**src/hdl/fcss_div.sv**
```systemverilog
// restoring divider, one quotient bit per cycle
module fcss_div #(
  parameter int NW = 29,
  parameter int DW = 13
) (
  input  logic          clk,
  input  logic          rst_n,
  input  logic          start,
  input  logic [NW-1:0] num,
  input  logic [DW-1:0] den,
  output logic          busy,
  output logic [NW-1:0] quot
);
  localparam int CW = $clog2(NW + 1);

  logic [NW-1:0] q_r;
  logic [DW:0]   rem_r;
  logic [DW-1:0] den_r;
  logic [CW-1:0] cnt_r;
  logic          busy_r;
  logic [DW:0]   trial;

  assign trial = {rem_r[DW-1:0], q_r[NW-1]};

  always_ff @(posedge clk) begin
    if (!rst_n) begin
      busy_r <= 1'b0;
      cnt_r  <= '0;
    end else if (start) begin
      busy_r <= 1'b1;
      cnt_r  <= CW'(NW);
      q_r    <= num;
      rem_r  <= '0;
      den_r  <= den;
    end else if (busy_r) begin
      if (trial >= {1'b0, den_r}) begin
        rem_r <= trial - {1'b0, den_r};
        q_r   <= {q_r[NW-2:0], 1'b1};
      end else begin
        rem_r <= trial;
        q_r   <= {q_r[NW-2:0], 1'b0};
      end
      cnt_r <= cnt_r - CW'(1);
      if (cnt_r == CW'(1)) busy_r <= 1'b0;
    end
  end

  assign busy = busy_r;
  assign quot = q_r;

endmodule

```
**config.mk**
```make
export PLATFORM = sky130hd
export DESIGN_NAME = fcss_div
export DESIGN_NICKNAME = d
export VERILOG_FILES = /design/src/hdl/fcss_div.sv
export SDC_FILE = /design/constraint.sdc
export NUM_CORES = 1
export LEC_CHECK = 0
export BUFFER_PORTS_ARGS = -buffer_cell sky130_fd_sc_hd__clkbuf_2
export CORE_MARGIN = 2
export CORE_UTILIZATION = 58
export DETAILED_ROUTE_END_ITERATION = 12
export PLACE_DENSITY = 0.9
export SYNTH_ARGS = -nofsm -noshare
export SYNTH_HDL_FRONTEND = slang
export SYNTH_SLANG_ARGS = --single-unit
```
**constraint.sdc**
```tcl
create_clock -name clk -period 5.2 [get_ports clk]
set_input_delay 1.04 -clock clk [delete_from_list [all_inputs] [get_ports clk]]
set_output_delay 1.04 -clock clk [all_outputs]
set_load 0.02 [all_outputs]
```
==> results.tsv <==
metric	value	unit
CTS Buffer Depth	2	
Slew headroom	32.2	%
Synth Area in Compound Gates	13.2	%
Port Buf Inserts	74	
number of hold buffers added after CTS	0	
post-CTS sizing	0	
PwrDens	343	nW/µm²
Synth Area in XOR/XNOR	3.87	%
worst setup path class	register to register	
Flop pwr share	47.4	%
H-tree depth	3	
layout cells sized above 1	38.9	%
final wirelength	7820	µm
total power	1.30	mW
final setup fails	0	
initial drt markers	216	
router iterations before antenna repair	4	
DRC	0	
Antenna Cells	0	
total number of yosys warnings	0	
CP cell instances	inv_1, ha_1, inv_1, fa_1, a211oi_2, o211ai_1, a21oi_2, a21oi_2, or3_1, o211a_1	
P_int	917	µW
Critical-path top delay cell	fa_1	
Starting Density	61.2	%
RSZ-0062 raised after global routing	no	
final core occ	73.0	%
synthesized cell area	3170	µm²
slowest cell delay on critical path	440	ps
worst flop-to-flop path startpoint	quot[28]	
Synth area leader	edfxtp_1	
Mapped Cells	245	
Clock Tree Root	clkbuf_8	
min Tclk post-route	2840	ps
Num CTS Buffers	9	
Reg clk slew, reported paths	70	ps
synthesized net count	306	
synth top area cells	edfxtp_1 (52%), mux2_2 (10%), ha_1 (5.9%)	
Setup TNS Final	0	ps
Reg2Reg Capture Point	rem_r[12]	
Data required, critical path	5300	ps
Final WS setup	2360	ps
worst skew pair latency	340	ps
Setup Buffers After CTS	0	
Final HPWL DP	5130	µm
max cap viols	0	
synth cell count leaders	edfxtp_1 (55), mux2_2 (29), inv_1 (20)	
# nets final	385	
Sink Count	61	
clock share of power	30.6	%
CP Data Arrival Time	2930	ps
R2R depth	10	
outcome	completed	
highest net fanout along the worst path	11	
Setup Skew	11.5	ps
Post-synth EDFFs	55	
syn_area_per_cell	12.9	µm²
Ports	75	
routed len/inst	19.6	µm
Die Ht	77.9	µm
vias in the first global route	2355	
area fraction of the dominant cell type after synthesis	52.2	%
crit path launch type	register	
Synth Flop Type	edfxtp_1	
crit-path leading delay family	compound AO/OA/AOI/OAI gates	
total track usage	27.1	%
Core Area	5170	µm²
final period utilization	54.5	%
vias per cell	5.86	
most frequent cell after synthesis	edfxtp_1	
Critical Path End Type	register	
simple-gate portion of the synthesized area	6.52	%
Worst Hold Class	register to register	
Final ANT Viol Nets	0	
final hold vios	0	
CTS tree	done	
Buf+Inv Stages, Crit Path	2	
largest family of logic cells by synthesized area	compound AO/OA/AOI/OAI gates	
asr flop ratio synth	0	%
grt ovf	0	
max-slew violations	0	
die area	6060	µm²
register-to-register setup slack	2360	ps
sw frac	29.2	%
unique cell type count in the Yosys netlist	44	
antenna violations before repair	0	
via count	2337	
register area share after synthesis	56.0	%
worst slew pin tran	1020	ps
flip-flop and latch count after synthesis	61	
area delta synth->final	19.3	%
peak supply drop	376	µV
overall die width	77.9	µm
CP startpoint	quot[28]	
RePlAce Congestion	0.824	
CP endpoint	rem_r[12]	
pre-CTS WS	2150	ps
multiplexer share of the synthesized area	10.3	%
Adder-Cell Fraction of Synth Area	6.56	%
FMAX	0.353	GHz
Lkg Pwr	1.55	nW
row count	26	
power share of the combinational group	22.0	%
CP Depth	10	
Psw	378	µW
first-pass GRT wire length	12100	µm
largest net degree at the start of global routing	44	
[through the flow]
stage	area, µm²	instances	hold WS (ps)
2_1_floorplan	3170	245	534
3_3_place_gp	3590	383	542
3_5_place_dp	3590	383	564
4_1_cts	3780	399	578
5_1_grt	3780	399	585
6_report	3780	399	576
[layer usage]
| layer | track usage, % | wire length (µm) |
|---|---|---|
| met4 | 10.4 | 167 |
| met1 | 33.8 | 3100 |
| met5 | 0 | 0 |
| met2 | 43.7 | 3780 |
| met3 | 9.19 | 774 |
[sequential cells by signal (all words and copies together), names as in the netlist]
signal  cells
den_r      13
quot       29
cnt_r       5
busy        1
rem_r      13
[cell usage in the layout, fill, tap and decap left out, types with 2 or more instances in the layout]
| cell | count |
|---|---|
| a211oi_2 | 3 |
| a21boi_0 | 6 |
| a21o_1 | 3 |
| a21oi_1 | 13 |
| a21oi_2 | 3 |
| clkbuf_1 | 3 |
| clkbuf_2 | 74 |
| clkbuf_8 | 12 |
| dfxtp_1 | 6 |
| edfxtp_1 | 55 |
| ha_1 | 15 |
| inv_1 | 20 |
| mux2_2 | 29 |
| nand2_1 | 8 |
| nand3_1 | 7 |
| nand3b_1 | 2 |
| nand4_1 | 2 |
| nor2_1 | 6 |
| nor2b_1 | 2 |
| nor3_1 | 4 |
| o211ai_1 | 3 |
| o21ai_0 | 9 |
| o22ai_1 | 6 |
| or3_1 | 4 |
| xnor2_1 | 9 |
| xor2_1 | 5 |
[how the worst min path moves through the flow]
| stage | startpoint | endpoint | slack, ps | cells past startpoint |
|---|---|---|---|---|
| 2_1_floorplan | cnt_r[1] | cnt_r[1] | 530 | 1 |
| 3_3_place_gp | cnt_r[1] | cnt_r[1] | 540 | 1 |
| 3_5_place_dp | cnt_r[1] | cnt_r[1] | 560 | 1 |
| 4_1_cts | cnt_r[1] | cnt_r[1] | 580 | 1 |
| 5_1_grt | cnt_r[1] | cnt_r[1] | 590 | 1 |
| 6_report | cnt_r[1] | cnt_r[1] | 580 | 1 |
[layout make-up]
type,count,area [µm²]
multi-input cells,157,1280
well taps,70,87.6
fillers,300,1400
clock buffers,15,176
repair buffers,75,378
clock inverters,1,5.00
inverters,20,75.1
flip-flops and latches,61,1770
[power groups by stage]
stage / clock, mW / sequential (mW) / combinational, mW
4_1_cts: 0.397 / 0.612 / 0.283
2_1_floorplan: 0 / 0.632 / 0.186
6_report: 0.397 / 0.614 / 0.285
5_1_grt: 0.415 / 0.617 / 0.312
3_5_place_dp: 0 / 0.620 / 0.276
3_3_place_gp: 0 / 0.619 / 0.267
[cells by family (layout without fill, tap and decap cells)]
logic type                 count (synthesis)  after routing
DFF                                       61             61
and+or+nand+nor                           40             40
muxes                                     29             29
xor gates and xnor gates                  14             14
AOI/OAI and AO/OA                         58             58
buffers and inverters                     27            111
adders and majority gates                 16             16
No activity file was read; power rests on OpenSTA's default activity.
